`src/hdl/sqm_pkg.sv`:
```
`timescale 1ns / 1ps
// ----------------------------------------------------------------------------
// Square wave frequency meter package
// Field widths, register map and display constants shared by the meter.
// ----------------------------------------------------------------------------
package sqm_pkg;

  // Configuration register
  localparam int unsigned TPS_W        = 20;
  localparam int unsigned TPS_RESET    = 1000000;
  localparam int unsigned APB_ADDR_W   = 3;
  localparam int unsigned APB_DATA_W   = 32;
  localparam logic        REG_TPS      = 1'b0;

  // Result fields
  localparam int unsigned PERIOD_W     = 17;
  localparam int unsigned FREQ_W       = 19;
  localparam int unsigned NUM_DIGITS   = 5;
  localparam int unsigned DIGIT_W      = 4;
  localparam int unsigned BCD_W        = NUM_DIGITS * DIGIT_W;
  localparam int unsigned DISP_W       = 17;
  localparam int unsigned PERIOD_MAX   = 131071;
  localparam int unsigned DISPLAY_MAX  = 99999;

  // Stream widths
  localparam int unsigned IN_TDATA_W   = 8;
  localparam int unsigned OUT_TDATA_W  = 80;

  // Step counters of the serial units
  localparam int unsigned DIV_CNT_W    = $clog2(TPS_W);
  localparam int unsigned BCD_CNT_W    = $clog2(DISP_W);

endpackage

```
`src/hdl/square_wave_frequency_meter.sv`:
```
`timescale 1ns / 1ps
// ----------------------------------------------------------------------------
// Square wave frequency meter
// Measures the high time of a sampled square wave and reports period,
// frequency and their decimal digits once per falling edge.
// ----------------------------------------------------------------------------
// Usage:
// The slave stream carries one sampled pin level per timebase tick in
// s_axis_tdata[0]. After reset the meter ignores a pulse already in progress,
// then counts the high ticks of each pulse. The tick that shows the falling
// edge produces one item on the master stream; all other ticks produce none
// and are taken at one per cycle while the meter is not busy with a result.
// A falling edge starts a serial divide of ticks_per_second by the period
// (one quotient bit per cycle), then two shift-and-add-three conversions
// run side by side. s_axis_tready is low from then on until the result
// is loaded into the output register, so the rate is one tick per cycle
// between edges, and no tick is taken while a result is being computed.
// The output register holds a finished item while the receiver stalls and
// the meter keeps taking ticks; a new result waits for the register to free.
// Reset clears the phase, the high count and the output valid, and sets
// ticks_per_second (APB register at address 0) to 1000000.
// ----------------------------------------------------------------------------
module square_wave_frequency_meter
  import sqm_pkg::*;
#(
  parameter int unsigned COUNT_WIDTH = 16
) (
  input  logic                   clk_i,
  input  logic                   rst_ni,
  // APB configuration port
  input  logic                   psel,
  input  logic                   penable,
  input  logic                   pwrite,
  input  logic [APB_ADDR_W-1:0]  paddr,
  input  logic [APB_DATA_W-1:0]  pwdata,
  output logic [APB_DATA_W-1:0]  prdata,
  output logic                   pready,
  // Sample stream
  input  logic                   s_axis_tvalid,
  output logic                   s_axis_tready,
  input  logic [IN_TDATA_W-1:0]  s_axis_tdata,   // [0] pin_level, rest zero
  // Result stream
  output logic                   m_axis_tvalid,
  input  logic                   m_axis_tready,
  // [16:0] period_ticks, [35:17] freq_hz, [39:36] period_digit4,
  // [43:40] period_digit3, [47:44] period_digit2, [51:48] period_digit1,
  // [55:52] period_digit0, [59:56] freq_digit4, [63:60] freq_digit3,
  // [67:64] freq_digit2, [71:68] freq_digit1, [75:72] freq_digit0, rest zero
  output logic [OUT_TDATA_W-1:0] m_axis_tdata
);

  localparam int unsigned PER_W = COUNT_WIDTH + 1;
  localparam int unsigned EXT_W = (PER_W > PERIOD_W) ? PER_W : PERIOD_W;

  typedef enum logic [1:0] {
    PH_WAIT_LOW,
    PH_WAIT_HIGH,
    PH_COUNT
  } phase_e;

  typedef enum logic [1:0] {
    SEQ_IDLE,
    SEQ_DIV,
    SEQ_BCD,
    SEQ_OUT
  } seq_e;

  phase_e                 phase_q;
  logic [COUNT_WIDTH-1:0] high_q;
  seq_e                   seq_q;
  logic [TPS_W-1:0]       tps_q;
  logic [PER_W-1:0]       period_q;
  logic [FREQ_W-1:0]      freq_q;
  logic                   out_valid_q;
  logic [OUT_TDATA_W-1:0] out_data_q, out_data_d;

  logic                   in_acc;
  logic                   pin;
  logic                   fall;
  logic [PER_W-1:0]       period_now;
  logic                   cfg_wr;
  logic                   div_done;
  logic [TPS_W-1:0]       quotient;
  logic [TPS_W-1:0]       freq_val;
  logic [DISP_W-1:0]      freq_disp;
  logic [EXT_W-1:0]       period_ext;
  logic [DISP_W-1:0]      period_disp;
  logic [PERIOD_W-1:0]    period_field;
  logic                   per_bcd_done;
  logic                   frq_bcd_done;
  logic [BCD_W-1:0]       per_bcd;
  logic [BCD_W-1:0]       frq_bcd;
  logic                   out_free;

  assign pin           = s_axis_tdata[0];
  assign s_axis_tready = (seq_q == SEQ_IDLE);
  assign in_acc        = s_axis_tvalid && s_axis_tready;
  assign fall          = in_acc && (phase_q == PH_COUNT) && !pin;
  assign period_now    = {high_q, 1'b0};

  // Configuration
  assign pready = 1'b1;
  assign cfg_wr = psel && penable && pwrite && (paddr[2] == REG_TPS);
  assign prdata = (paddr[2] == REG_TPS) ? APB_DATA_W'(tps_q) : '0;

  always_ff @(posedge clk_i or negedge rst_ni) begin
    if (!rst_ni) begin
      tps_q <= TPS_W'(TPS_RESET);
    end else if (cfg_wr) begin
      tps_q <= pwdata[TPS_W-1:0];
    end
  end

  // Edge tracking and high-time counter; the count saturates on long pulses.
  always_ff @(posedge clk_i or negedge rst_ni) begin
    if (!rst_ni) begin
      phase_q <= PH_WAIT_LOW;
      high_q  <= '0;
    end else if (in_acc) begin
      case (phase_q)
        PH_WAIT_HIGH: begin
          if (pin) begin
            high_q  <= COUNT_WIDTH'(1);
            phase_q <= PH_COUNT;
          end
        end
        PH_COUNT: begin
          if (pin) begin
            if (high_q != '1) begin
              high_q <= high_q + 1'b1;
            end
          end else begin
            high_q  <= '0;
            phase_q <= PH_WAIT_HIGH;
          end
        end
        default: begin
          if (!pin) begin
            phase_q <= PH_WAIT_HIGH;
          end
        end
      endcase
    end
  end

  sqm_div #(
    .DIVISOR_W (PER_W)
  ) u_div (
    .clk_i      (clk_i),
    .rst_ni     (rst_ni),
    .start_i    (fall),
    .dividend_i (tps_q),
    .divisor_i  (period_now),
    .done_o     (div_done),
    .quotient_o (quotient)
  );

  assign freq_val     = (period_q == '0) ? '0 : quotient;
  assign freq_disp    = (freq_val > TPS_W'(DISPLAY_MAX)) ? DISP_W'(DISPLAY_MAX) :
                        freq_val[DISP_W-1:0];
  assign period_ext   = EXT_W'(period_q);
  assign period_disp  = (period_ext > EXT_W'(DISPLAY_MAX)) ? DISP_W'(DISPLAY_MAX) :
                        period_ext[DISP_W-1:0];
  assign period_field = (period_ext > EXT_W'(PERIOD_MAX)) ? PERIOD_W'(PERIOD_MAX) :
                        period_ext[PERIOD_W-1:0];

  sqm_bcd u_per_bcd (
    .clk_i   (clk_i),
    .rst_ni  (rst_ni),
    .start_i (div_done),
    .value_i (period_disp),
    .done_o  (per_bcd_done),
    .bcd_o   (per_bcd)
  );

  sqm_bcd u_frq_bcd (
    .clk_i   (clk_i),
    .rst_ni  (rst_ni),
    .start_i (div_done),
    .value_i (freq_disp),
    .done_o  (frq_bcd_done),
    .bcd_o   (frq_bcd)
  );

  // Digits leave most significant first, so the BCD words are reversed.
  always_comb begin
    out_data_d = '0;
    out_data_d[PERIOD_W-1:0]          = period_field;
    out_data_d[PERIOD_W +: FREQ_W]    = freq_q;
    for (int i = 0; i < NUM_DIGITS; i++) begin
      out_data_d[PERIOD_W + FREQ_W + i*DIGIT_W +: DIGIT_W] =
        per_bcd[(NUM_DIGITS-1-i)*DIGIT_W +: DIGIT_W];
      out_data_d[PERIOD_W + FREQ_W + BCD_W + i*DIGIT_W +: DIGIT_W] =
        frq_bcd[(NUM_DIGITS-1-i)*DIGIT_W +: DIGIT_W];
    end
  end

  assign out_free = !out_valid_q || m_axis_tready;

  always_ff @(posedge clk_i or negedge rst_ni) begin
    if (!rst_ni) begin
      seq_q       <= SEQ_IDLE;
      out_valid_q <= 1'b0;
    end else begin
      if (seq_q == SEQ_OUT && out_free) begin
        out_valid_q <= 1'b1;
      end else if (m_axis_tready) begin
        out_valid_q <= 1'b0;
      end
      case (seq_q)
        SEQ_IDLE: begin
          if (fall) begin
            seq_q <= SEQ_DIV;
          end
        end
        SEQ_DIV: begin
          if (div_done) begin
            seq_q <= SEQ_BCD;
          end
        end
        SEQ_BCD: begin
          if (per_bcd_done && frq_bcd_done) begin
            seq_q <= SEQ_OUT;
          end
        end
        SEQ_OUT: begin
          if (out_free) begin
            seq_q <= SEQ_IDLE;
          end
        end
        default: begin
          seq_q <= SEQ_IDLE;
        end
      endcase
    end
  end

  always_ff @(posedge clk_i) begin
    if (fall) begin
      period_q <= period_now;
    end
    if (div_done) begin
      freq_q <= freq_val[FREQ_W-1:0];
    end
    if (seq_q == SEQ_OUT && out_free) begin
      out_data_q <= out_data_d;
    end
  end

  assign m_axis_tvalid = out_valid_q;
  assign m_axis_tdata  = out_data_q;

endmodule

```
`src/hdl/sqm_div.sv`:
```
`timescale 1ns / 1ps
// ----------------------------------------------------------------------------
// Serial restoring divider
// Produces one quotient bit per cycle of the ticks-per-second value divided
// by the measured period; done_o marks the result once all TPS_W bits are in.
// ----------------------------------------------------------------------------
module sqm_div
  import sqm_pkg::*;
#(
  parameter int unsigned DIVISOR_W = 17
) (
  input  logic                 clk_i,
  input  logic                 rst_ni,
  input  logic                 start_i,
  input  logic [TPS_W-1:0]     dividend_i,
  input  logic [DIVISOR_W-1:0] divisor_i,
  output logic                 done_o,
  output logic [TPS_W-1:0]     quotient_o
);

  localparam int unsigned TRIAL_W = DIVISOR_W + 1;

  logic                 busy_q, busy_d;
  logic                 done_q, done_d;
  logic [DIV_CNT_W-1:0] cnt_q, cnt_d;
  logic [DIVISOR_W-1:0] rem_q, rem_d;
  logic [DIVISOR_W-1:0] dvs_q, dvs_d;
  logic [TPS_W-1:0]     quo_q, quo_d;
  logic [TRIAL_W-1:0]   trial;
  logic [TRIAL_W-1:0]   diff;
  logic                 fits;

  // The remainder stays below the divisor, so the trial value is below twice
  // the divisor and the difference always fits back into the remainder.
  always_comb begin
    trial  = {rem_q, quo_q[TPS_W-1]};
    diff   = trial - {1'b0, dvs_q};
    fits   = trial >= {1'b0, dvs_q};
    busy_d = busy_q;
    done_d = 1'b0;
    cnt_d  = cnt_q;
    rem_d  = rem_q;
    dvs_d  = dvs_q;
    quo_d  = quo_q;
    if (start_i) begin
      busy_d = 1'b1;
      cnt_d  = '0;
      rem_d  = '0;
      dvs_d  = divisor_i;
      quo_d  = dividend_i;
    end else if (busy_q) begin
      rem_d = fits ? diff[DIVISOR_W-1:0] : trial[DIVISOR_W-1:0];
      quo_d = {quo_q[TPS_W-2:0], fits};
      cnt_d = cnt_q + 1'b1;
      if (cnt_q == DIV_CNT_W'(TPS_W - 1)) begin
        busy_d = 1'b0;
        done_d = 1'b1;
      end
    end
  end

  always_ff @(posedge clk_i or negedge rst_ni) begin
    if (!rst_ni) begin
      busy_q <= 1'b0;
      done_q <= 1'b0;
      cnt_q  <= '0;
    end else begin
      busy_q <= busy_d;
      done_q <= done_d;
      cnt_q  <= cnt_d;
    end
  end

  always_ff @(posedge clk_i) begin
    rem_q <= rem_d;
    dvs_q <= dvs_d;
    quo_q <= quo_d;
  end

  assign done_o     = done_q;
  assign quotient_o = quo_q;

endmodule

```
`src/hdl/sqm_bcd.sv`:
```
`timescale 1ns / 1ps
// ----------------------------------------------------------------------------
// Serial binary to BCD converter
// Shift-and-add-three conversion, one input bit per cycle, five digits out.
// ----------------------------------------------------------------------------
module sqm_bcd
  import sqm_pkg::*;
(
  input  logic              clk_i,
  input  logic              rst_ni,
  input  logic              start_i,
  input  logic [DISP_W-1:0] value_i,
  output logic              done_o,
  output logic [BCD_W-1:0]  bcd_o
);

  logic                 busy_q, busy_d;
  logic                 done_q, done_d;
  logic [BCD_CNT_W-1:0] cnt_q, cnt_d;
  logic [DISP_W-1:0]    bin_q, bin_d;
  logic [BCD_W-1:0]     bcd_q, bcd_d;
  logic [BCD_W-1:0]     adj;

  always_comb begin
    for (int i = 0; i < NUM_DIGITS; i++) begin
      adj[i*DIGIT_W +: DIGIT_W] = (bcd_q[i*DIGIT_W +: DIGIT_W] >= DIGIT_W'(5)) ?
                                  bcd_q[i*DIGIT_W +: DIGIT_W] + DIGIT_W'(3) :
                                  bcd_q[i*DIGIT_W +: DIGIT_W];
    end
    busy_d = busy_q;
    done_d = 1'b0;
    cnt_d  = cnt_q;
    bin_d  = bin_q;
    bcd_d  = bcd_q;
    if (start_i) begin
      busy_d = 1'b1;
      cnt_d  = '0;
      bin_d  = value_i;
      bcd_d  = '0;
    end else if (busy_q) begin
      bcd_d = {adj[BCD_W-2:0], bin_q[DISP_W-1]};
      bin_d = {bin_q[DISP_W-2:0], 1'b0};
      cnt_d = cnt_q + 1'b1;
      if (cnt_q == BCD_CNT_W'(DISP_W - 1)) begin
        busy_d = 1'b0;
        done_d = 1'b1;
      end
    end
  end

  always_ff @(posedge clk_i or negedge rst_ni) begin
    if (!rst_ni) begin
      busy_q <= 1'b0;
      done_q <= 1'b0;
      cnt_q  <= '0;
    end else begin
      busy_q <= busy_d;
      done_q <= done_d;
      cnt_q  <= cnt_d;
    end
  end

  always_ff @(posedge clk_i) begin
    bin_q <= bin_d;
    bcd_q <= bcd_d;
  end

  assign done_o = done_q;
  assign bcd_o  = bcd_q;

endmodule

```
`config.mk`:
```
export PLATFORM = sky130hd
export DESIGN_NAME = square_wave_frequency_meter
export DESIGN_NICKNAME = d
export VERILOG_FILES = /design/src/hdl/sqm_pkg.sv /design/src/hdl/square_wave_frequency_meter.sv /design/src/hdl/sqm_div.sv /design/src/hdl/sqm_bcd.sv
export SDC_FILE = /design/constraint.sdc
export NUM_CORES = 1
export LEC_CHECK = 0
export CAP_MARGIN = 20
export CORE_MARGIN = 4
export CORE_UTILIZATION = 30
export CTS_CLUSTER_DIAMETER = 80
export CTS_CLUSTER_SIZE = 40
export DETAILED_ROUTE_END_ITERATION = 7
export DONT_BUFFER_PORTS = 1
export HOLD_SLACK_MARGIN = 0.15
export PLACE_DENSITY = 0.5
export RECOVER_POWER = 25
export SLEW_MARGIN = 20
export SYNTH_ARGS = -nofsm -noshare
export SYNTH_HDL_FRONTEND = slang
export SYNTH_SLANG_ARGS = --single-unit
```
`constraint.sdc`:
```
create_clock -name clk_i -period 2.9 [get_ports clk_i]
set_input_delay 0.145 -clock clk_i [delete_from_list [all_inputs] [get_ports clk_i]]
set_output_delay 0.145 -clock clk_i [all_outputs]
set_load 0.05 [all_outputs]
```
# ---- Yosys cells after proc, flatten, opt, wreduce, memory -nomap -nowiden
# Cells that the tools add are included.
dict set report op_classes {
  reduce_logical 21
  n_addsub 15
  mux 59
  n_eq_ne 16
  n_bitwise 1
  order_cmp 14
}
# cell count
set op_table {}
lappend op_table {{$mux 17} 7}
lappend op_table {{$mux 20} 4}
lappend op_table {{$mux 16} 3}
lappend op_table {{$ge 4x3->1 const B} 10}
lappend op_table {{$gt 17x17->1 const B} 2}
lappend op_table {{$add 4x2->4 const B} 8}
lappend op_table {{$mux 4} 8}
lappend op_table {{$pmux 16 s2} 1}
lappend op_table {{$mux 5} 6}
lappend op_table {{$gt 20x17->1 const B} 1}
lappend op_table {{$mux 1} 20}
lappend op_table {{$ge 18x17->1} 1}
lappend op_table {{$logic_not 17->1} 1}
lappend op_table {{$sub 17x17->17} 1}
lappend op_table {{$add 16x1->16 const B} 1}
lappend op_table {{$ne 16x16->1 const B} 1}
lappend op_table {{$add 5x1->5 const B} 3}
lappend op_table {{$eq 5x5->1 const B} 3}
lappend op_table {{$mux 2} 7}
lappend op_table {{$reduce_bool 2->1} 5}
lappend op_table {{$logic_and 1x1->1} 8}
lappend op_table {{$pmux 2 s4} 1}
lappend op_table {{$reduce_and 4->1} 2}
lappend op_table {{$add 3x2->3 const B} 2}
lappend op_table {{11 further kinds} 20}
dict set report word_totals {
  regBits 284
  wordCells 150
  inputBits 50
}

# ---- Depth between registers and ports, before layout
# Gate-level depths: netlist of run 1.
dict set report depth {
  word_depth 6
  mapped_depth 10
}

# ---- Cells and area by module
# From an unflattened synthesis of run 1, not the netlist that was laid out.
dict set report hier_totals {
  cells_unflattened 1153
  area_unflattened_um2 14091.0
}
# mod cells_each seq_area_each_um2 area_each_um2 n_inst
set by_module_without_submodules {}
lappend by_module_without_submodules {square_wave_frequency_meter 406 4337.9 6162.2 1}
lappend by_module_without_submodules {sqm_bcd 217 1086.0 2279.7 2}
lappend by_module_without_submodules {sqm_div 313 1626.6 3369.5 1}

# ---- Worst setup path after synthesis of run 1
# OpenSTA, ideal clock, no wires.
dict set report synth_timing {
  path_type {reg-to-reg}
  startpoint {register out_valid_q, in the netlist m_axis_tvalid}
  endpoint {register out_data_q[10], in the netlist m_axis_tdata[10], enable pin}
  t_arrival_ps 2514
  stages_incl_launch_ff 3
  setup_time_ps 442
  n_path_buf 0
  setup_slack_ps -56
  cell_sequence {dfrtp_1 > nand2b_1 > and2_1}
}
dict set report synth_between {
  elab_chain_len 3
}
# element line_no
set synth_rtl {}
lappend synth_rtl {{start, declared} square_wave_frequency_meter.sv:74} ;# logic out_valid_q;
lappend synth_rtl {{start signal, assigned} square_wave_frequency_meter.sv:203} ;# out_valid_q <= 1'b0;
lappend synth_rtl {{start signal, assigned} square_wave_frequency_meter.sv:206} ;# out_valid_q <= 1'b1;
lappend synth_rtl {{start signal, assigned} square_wave_frequency_meter.sv:208} ;# out_valid_q <= 1'b0;
lappend synth_rtl {{$logic_not 1->1} square_wave_frequency_meter.sv:198} ;# assign out_free = !out_valid_q || m_axis_tready;
lappend synth_rtl {{$logic_or 1x1->1} square_wave_frequency_meter.sv:198}
lappend synth_rtl {{$logic_and 1x1->1} square_wave_frequency_meter.sv:245} ;# if (seq_q == SEQ_OUT && out_free) begin
lappend synth_rtl {{end signal, assigned} square_wave_frequency_meter.sv:246} ;# out_data_q <= out_data_d;
lappend synth_rtl {{end, declared} square_wave_frequency_meter.sv:75} ;# logic [OUT_TDATA_W-1:0] out_data_q, out_data_d;
# Every way passes these cells.
# A chain may end at the register's enable or synchronous reset.

# ---- Worst setup path after layout of run 1
dict set report layout_timing {
  startpoint {register u_div.dvs_q[4]}
  endpoint {register u_div.rem_q[12]}
}
dict set report layout_between {
  elab_chain_len 2
  elab_cells_between_ends 3
  classes_between {add/sub (1); order compare (1); mux (1)}
}
# element line_no
set layout_rtl {}
lappend layout_rtl {{start, declared} sqm_div.sv:27} ;# logic [DIVISOR_W-1:0] dvs_q, dvs_d;
lappend layout_rtl {{start signal, assigned} sqm_div.sv:76} ;# dvs_q <= dvs_d;
lappend layout_rtl {{$sub 17x17->17 / $ge 18x17->1 (equally long branches)} {sqm_div.sv:37, sqm_div.sv:38}}
lappend layout_rtl {{$mux 17 (*)} sqm_div.sv:52} ;# rem_d = fits ? diff[DIVISOR_W-1:0] : trial[DIVISOR_W-1:0];
lappend layout_rtl {{end signal, assigned} sqm_div.sv:75} ;# rem_q <= rem_d;
lappend layout_rtl {{end, declared} sqm_div.sv:26} ;# logic [DIVISOR_W-1:0] rem_q, rem_d;
# Mark *: on every way between the ends. The rest lies on a longest branch, timed or not.

==> impl_metrics.py, run 1 <==
metrics = {
    "floorplanning": {
        "core_um2": 42000,
        "die_w_um": 214,
        "die-area_um2": 45900,
        "start_util_pct": 30.4,
        "rows": 75,
        "die_height_um": 214,
        "io_pins": 165,
    },
    "timing": {
        "rsz0062_at_grt": "no",
        "setup_viol": 0,
        "fin_crit_sh_pct": 90.8,
        "tightest_slew_ps": 1830,
        "final.min_clock_period_ps": 2630,
        "finalHoldViolCount": 0,
        "slew_viol_final": 63,
        "max-slew-margin-rel_pct": -22.0,
        "fmax_ghz": 0.380,
        "fin_setup_tns_ps": 0,
        "fin_skew_ps": 32.6,
    },
    "routing": {
        "final_antenna_net_count": 0,
        "drt_iter0_markers": 546,
        "drc": 0,
        "firstDrtPassIters": 5,
        "post_drt_wl_per_cell_um": 16.5,
        "vias": 8036,
        "vias_per_cell": 4.67,
        "routed_wl_um": 28400,
    },
    "clock_network": {
        "tritoncts": "done",
        "cts_buffers": 19,
        "htree_levels": 1,
        "insertion_delay_ps": 540,
        "cts_setup_buffers": 0,
        "clock_tree.root_cell": "clkbuf_16",
        "clock_sinks": 283,
        "cts.clk_slew.worst_paths_ps": 100,
        "clock_path_buffers": 3,
    },
    "placed_design": {
        "dpl.hpwl_um": 19500,
        "place_inst": 1661,
        "portBuffers": 0,
        "place_area_um2": 13500,
        "gp_congestion": 0.827,
    },
    "grt": {
        "overflow": 0,
        "grt_pass1_wl_um": 45600,
        "grt_start_max_net_pins": 107,
        "track_usage_pct": 12.1,
        "antenna_found_initial": 0,
        "grt_pass1_vias": 7977,
    },
    "finish": {
        "fin_util_pct": 34.2,
        "fin_nets": 1268,
        "insertedDiodeCount": 0,
        "drive_gt1_share_pct": 8.90,
        "area_growth_pct": 12.8,
        "design_area_um2": 14400,
        "final_cells": 1719,
        "fillers": 4183,
    },
    "yosys": {
        "synth_top_area_share_pct": 38.6,
        "synth_edf_count": 164,
        "synth_cells": 1134,
        "syn-cell-area_um2": 12800,
        "synthDistinctLibCells": 65,
        "ys_async_sr_fraction_pct": 21.9,
        "yosysWarnings": 0,
        "avgSynthCellArea_um2": 11.3,
        "ys_ff_latch": 283,
        "ys_seq_area_share_pct": 59.8,
        "ys.flop_type": "edfxtp_1",
        "ys_top_cells_by_area": "edfxtp_1, dfrtp_1, dfxtp_1, ha_1, nand2_1",
        "yosysTopAreaCell": "edfxtp_1",
    },
    "run": {
        "max_cap_viol_count": 1,
    },
    "hold_path": {
        "hold_path.class": "input port to flop",
    },
    "setup_path": {
        "setup.worst_path.end_class": "flop",
        "crit_path_start_kind": "flop",
        "worstPathArrival_ps": 3060,
        "worstSetupPathType": "flop to flop",
        "worstPathRequired_ps": 3330,
        "worstPathMaxFanout": 9,
    },
    "power": {
        "power.density_nw_per_um2": 1020,
        "ir_drop_v": 0.000418,
        "leakagePower_uw": 0.00562,
    },
    "status": {
        "failed_checks": "max-capacitance violations, max-slew violations",
        "status": "complete, but fails checks",
    },
}
registers in the layout (all words and copies together) (netlist names), 5 cells and up:
name,flops
tps_q,20
u_per_bcd.bin_q,17
u_per_bcd.cnt_q,5
u_div.rem_q,17
high_q,16
u_frq_bcd.cnt_q,5
u_div.quotient_o,20
u_frq_bcd.bin_q,17
freq_q,19
u_frq_bcd.bcd_o,20
u_per_bcd.bcd_o,20
m_axis_tdata,75
u_div.cnt_q,5
u_div.dvs_q,16
power breakdown:
group / internal (uW) / total (uW) / switching, uW
Combinational: 1630 / 4180 / 2550
Sequential: 5830 / 7510 / 1680
Clock: 1460 / 3040 / 1580
Yosys cell counts (all sizes together) (7+ instances only):
master     n
nor3      18
o211ai     7
buf       30
o2bb2ai    7
nand2b    16
mux2i     22
o21a       7
xor2      30
edfxtp   164
xnor2     20
dfrtp     55
ha        49
a21oi     71
nor2b     23
nor2     111
mux2      25
inv       57
and2      22
o21ai     61
nand3     26
nand2    136
clkbuf    29
a22o       8
nand4     14
dfstp      7
dfxtp     57
worst max-delay path, stage by stage (launching register included):
cell and delay (ps):
edfxtp_1 430, inv_1 110, ha_1 380, a21oi_1 180
nor2b_2 80, o31ai_4 360, o41ai_2 170, nor2_2 400
nor3_1 120, o31a_1 300
timing repair:
action | in CTS | in global routing
gates resized for setup | 0 | 1
hold buffers | 25 | 0
endpoints found under the setup margin | 0 | 1
endpoints found under the hold margin | 101 | 0
cell type report:
class,count,area [um^2],share of cell area [%]
Sequential cell,283,7630,53.0
Multi-Input combinational cell,748,4670,32.4
Tap cell,539,674,4.68
Clock buffer,21,504,3.50
Timing Repair Buffer,56,503,3.49
Inverter,60,225,1.56
Clock inverter,12,194,1.35
cells by family after synthesis:
kind of cell	share of synthesized area [%]
and+or+nand+nor	14.2
DFF	59.8
AOI/OAI and AO/OA	9.52
buffers and inverters	4.16
adders and majority gates	4.96
xor gates and xnor gates	3.43
muxes	3.93
other	0.0589
routing by layer:
| layer | track usage (%) | wire, um | part of all wire [%] | vias up |
|---|---|---|---|---|
| met3 | 2.01 | 996 | 3.5 | 32 |
| li1 | - | - | - | 3997 |
| met4 | 2.72 | 607 | 2.1 | 0 |
| met1 | 16.5 | 13300 | 47 | 3877 |
| met2 | 20.4 | 13600 | 48 | 130 |
| met5 | 0 | 0 | 0 | - |
metrics by stage:
stage | worst slack (ps) | total power (uW) | hold slack, ps
6_report | 267 | 14700 | 171
5_1_grt | 38.4 | 15800 | 160
2_1_floorplan | 476 | 10600 | -151
3_5_place_dp | 266 | 11800 | -145
3_3_place_gp | 293 | 11700 | -146
4_1_cts | 240 | 15000 | 166
placed cells by master, fill, tap and decap left out, drive strengths merged, types with 7 or more instances in the layout:
cell type / instances
conb: 18
nand3: 26
mux2i: 22
a21oi: 71
xor2: 30
nand4: 14
nor2: 111
xnor2: 20
o21ai: 61
dfrtp: 55
ha: 49
dfxtp: 57
clkinv: 9
o211ai: 7
clkbuf: 22
nand2: 136
inv: 62
o21a: 7
nand2b: 16
mux2: 25
and2: 22
edfxtp: 164
dlygate4sd3: 24
a22o: 8
buf: 31
nor2b: 23
o2bb2ai: 7
nor3: 18
dfstp: 7
path summary, 6_finish.rpt:
path	start	cells after the start	to	slack (ps)
setup / recovery	u_div.dvs_q[4]$_DFFE_PP_	9	u_div.rem_q[12]$_SDFFE_PP0P_	270
hold / removal	s_axis_tvalid	3	u_div.rem_q[12]$_SDFFE_PP0P_	170
setup reg to reg	u_div.dvs_q[4]$_DFFE_PP_	9	u_div.rem_q[12]$_SDFFE_PP0P_	270
hold reg to reg	freq_q[9]$_DFFE_PP_	0	m_axis_tdata[26]$_DFFE_PP_	430
max in group asynchronous	rst_ni	2	u_div.done_o$_DFF_PN0_	910
min in group asynchronous	rst_ni	2	u_div.done_o$_DFF_PN0_	710
Power figures use the tool's default switching activity.
==> run 2, diff against run 1 <==
--- a/config.mk
+++ b/config.mk
@@ -13,7 +13,6 @@
 export DETAILED_ROUTE_END_ITERATION = 7
 export DONT_BUFFER_PORTS = 1
 export HOLD_SLACK_MARGIN = 0.15
-export PLACE_DENSITY = 0.5
 export RECOVER_POWER = 25
 export SLEW_MARGIN = 20
 export SYNTH_ARGS = -nofsm -noshare
==> run 2 against run 1 <==
Net effect:
- the run now ends clean
- count of clock-buffer cells in the layout is 2 lower
- non-clock buffer count stayed put
- global-route usage fell by 0.49 points
- clock skew rose by 16 ps
- hold slack improved by 78 ps
- sequential cell count unchanged
- die area unchanged
- first-iteration DRC count is 5.1% higher
- maximum frequency is 3.3% lower
- cell area about the same
- critical path type unchanged
- largest cell class unchanged
- highest routed layer unchanged
==> impl_metrics.py, run 2 (same netlist as run 1, synthesis figures left out) <==
metrics = {
    "floorplanning": {
        "die_height_um": 214,
        "die_w_um": 214,
        "die-area_um2": 45900,
        "start_util_pct": 30.4,
        "rows": 75,
        "io_pins": 165,
        "core_um2": 42000,
    },
    "setup_path": {
        "cpMaxStageDelayCell": "dlygate4sd3_1",
        "crit_buf_inv": 3,
        "regToRegStartpoint": "phase_q[0]$_DFFE_PN0P_",
        "worstPathRequired_ps": 3340,
        "crit_family": "buffers and inverters",
        "worstPathArrival_ps": 3170,
        "critPathMaxStageDelay_ps": 570,
        "startpoint": "phase_q[0]$_DFFE_PN0P_",
        "crit_path_start_kind": "flop",
        "setup.worst_path.end_class": "flop",
        "path_cells": "inv_1, ha_2, and4_1, nand4_1, o21a_1, nand4_1, dlygate4sd3_1, o21ai_0, dlygate4sd3_1",
        "worstSetupPathType": "flop to flop",
        "worstPathMaxFanout": 7,
    },
    "clock_network": {
        "htree_levels": 1,
        "cts_setup_buffers": 0,
        "cts.clk_slew.worst_paths_ps": 130,
        "clock_sinks": 283,
        "insertion_delay_ps": 560,
        "clock_path_buffers": 3,
        "cts_buffers": 18,
        "clock_tree.root_cell": "clkbuf_16",
        "tritoncts": "done",
    },
    "finish": {
        "final_cells": 1718,
        "fillers": 4201,
        "area_growth_pct": 12.8,
        "fin_util_pct": 34.2,
        "final_common_cell": "edfxtp_1",
        "insertedDiodeCount": 0,
        "drive_gt1_share_pct": 8.31,
        "fin_nets": 1267,
        "final_cell_mix": "edfxtp_1, nand2_1, nor2_1",
        "largest_reg_flops": 75,
    },
    "grt": {
        "grt_pass1_vias": 7945,
        "antenna_found_initial": 0,
        "grt_start_max_net_pins": 107,
        "busiest_layer": "met2",
        "overflow": 0,
        "globalRouteMet3Util_pct": 1.76,
        "track_usage_pct": 11.6,
        "grt_pass1_wl_um": 43900,
        "gr-usage-met1_pct": 15.5,
        "grt.met2_usage_pct": 20.0,
    },
    "timing": {
        "max-slew-margin-rel_pct": 33.2,
        "fmax_ghz": 0.367,
        "final.min_clock_period_ps": 2720,
        "rsz0062_at_grt": "no",
        "fin_setup_tns_ps": 0,
        "slew_viol_final": 0,
        "fin_skew_ps": 48.9,
        "holdWs_ps": 249,
        "finalHoldViolCount": 0,
        "tightest_slew_ps": 1000,
        "setup_viol": 0,
        "fin_crit_sh_pct": 93.9,
    },
    "routing": {
        "final_antenna_net_count": 0,
        "routed_wl_um": 27700,
        "firstDrtPassIters": 5,
        "drt_iter0_markers": 574,
        "vias": 8114,
        "drc": 0,
        "vias_per_cell": 4.72,
        "post_drt_wl_per_cell_um": 16.2,
    },
    "status": {
        "status": "completed",
    },
    "placed_design": {
        "gp_congestion": 0.874,
        "dpl.hpwl_um": 19100,
        "place_inst": 1657,
        "portBuffers": 0,
    },
    "hold_path": {
        "worst_hold_startpoint": "pwrite",
        "hold_path.class": "input port to flop",
    },
    "power": {
        "leakagePower_uw": 0.00559,
        "power.density_nw_per_um2": 1020,
        "ir_drop_v": 0.000400,
        "power_uw": 14600,
    },
    "run": {
        "max_cap_viol_count": 0,
    },
}
[run 2: cell count changes in the layout (fill, tap and decap cells not counted), sizes merged]
cell / before / now
bufinv: 1 / 0
dlygate4sd3: 24 / 28
buf: 31 / 19
clkinv: 9 / 13
clkbuf: 22 / 28
inv: 62 / 60
[run 2: power by group]
part	leakage [uW]	internal, uW	switching (uW)
Sequential	0.00277	5840	1710
Clock	0.000323	1300	1630
Combinational	0.00249	1620	2520
Total	0.00559	8750	5860
[run 2: layout make-up]
class	instances	area (um^2)	share of cell area, %
clock buffers	19	454	3.16
clock inverters	13	236	1.64
inverters	60	225	1.57
repair buffers	56	502	3.49
multi-input cells	748	4670	32.4
flip-flops and latches	283	7630	53.0
well taps	539	674	4.69
[run 2: metrics by stage]
| stage | cell area, um^2 | setup slack, ps |
|---|---|---|
| final | 14400 | 177 |
| after CTS | 14400 | 148 |
| after global routing | 14400 | 5.52 |
| after floorplan | 12800 | 476 |
| after global placement | 13400 | 326 |
| after detailed placement | 13400 | 295 |
[run 2: metal layers]
| layer | wire [um] | vias to the layer above |
|---|---|---|
| met4 | 535 | 0 |
| met5 | 0 | - |
| met3 | 987 | 31 |
| met1 | 12700 | 3952 |
| met2 | 13500 | 135 |
| li1 | - | 3996 |
[run 2: repair_timing]
item / in CTS / in global routing
hold endpoints to repair: 104 / 0
hold buffers: 29 / 0
gates resized for setup: 0 / 1
endpoints found under the setup margin: 0 / 1
[run 2: path summary, 6_finish.rpt]
path | to | slack (ps) | cells after the start
max | high_q[2]$_DFFE_PN0P_ | 180 | 9
max in group asynchronous | phase_q[0]$_DFFE_PN0P_ | 870 | 4
min in group asynchronous | u_div.cnt_q[0]$_DFFE_PN0P_ | 660 | 3
max reg2reg | high_q[2]$_DFFE_PN0P_ | 180 | 9
min | tps_q[8]$_DFFE_PN0P_ | 250 | 2
min reg2reg | m_axis_tdata[21]$_DFFE_PP_ | 430 | 0
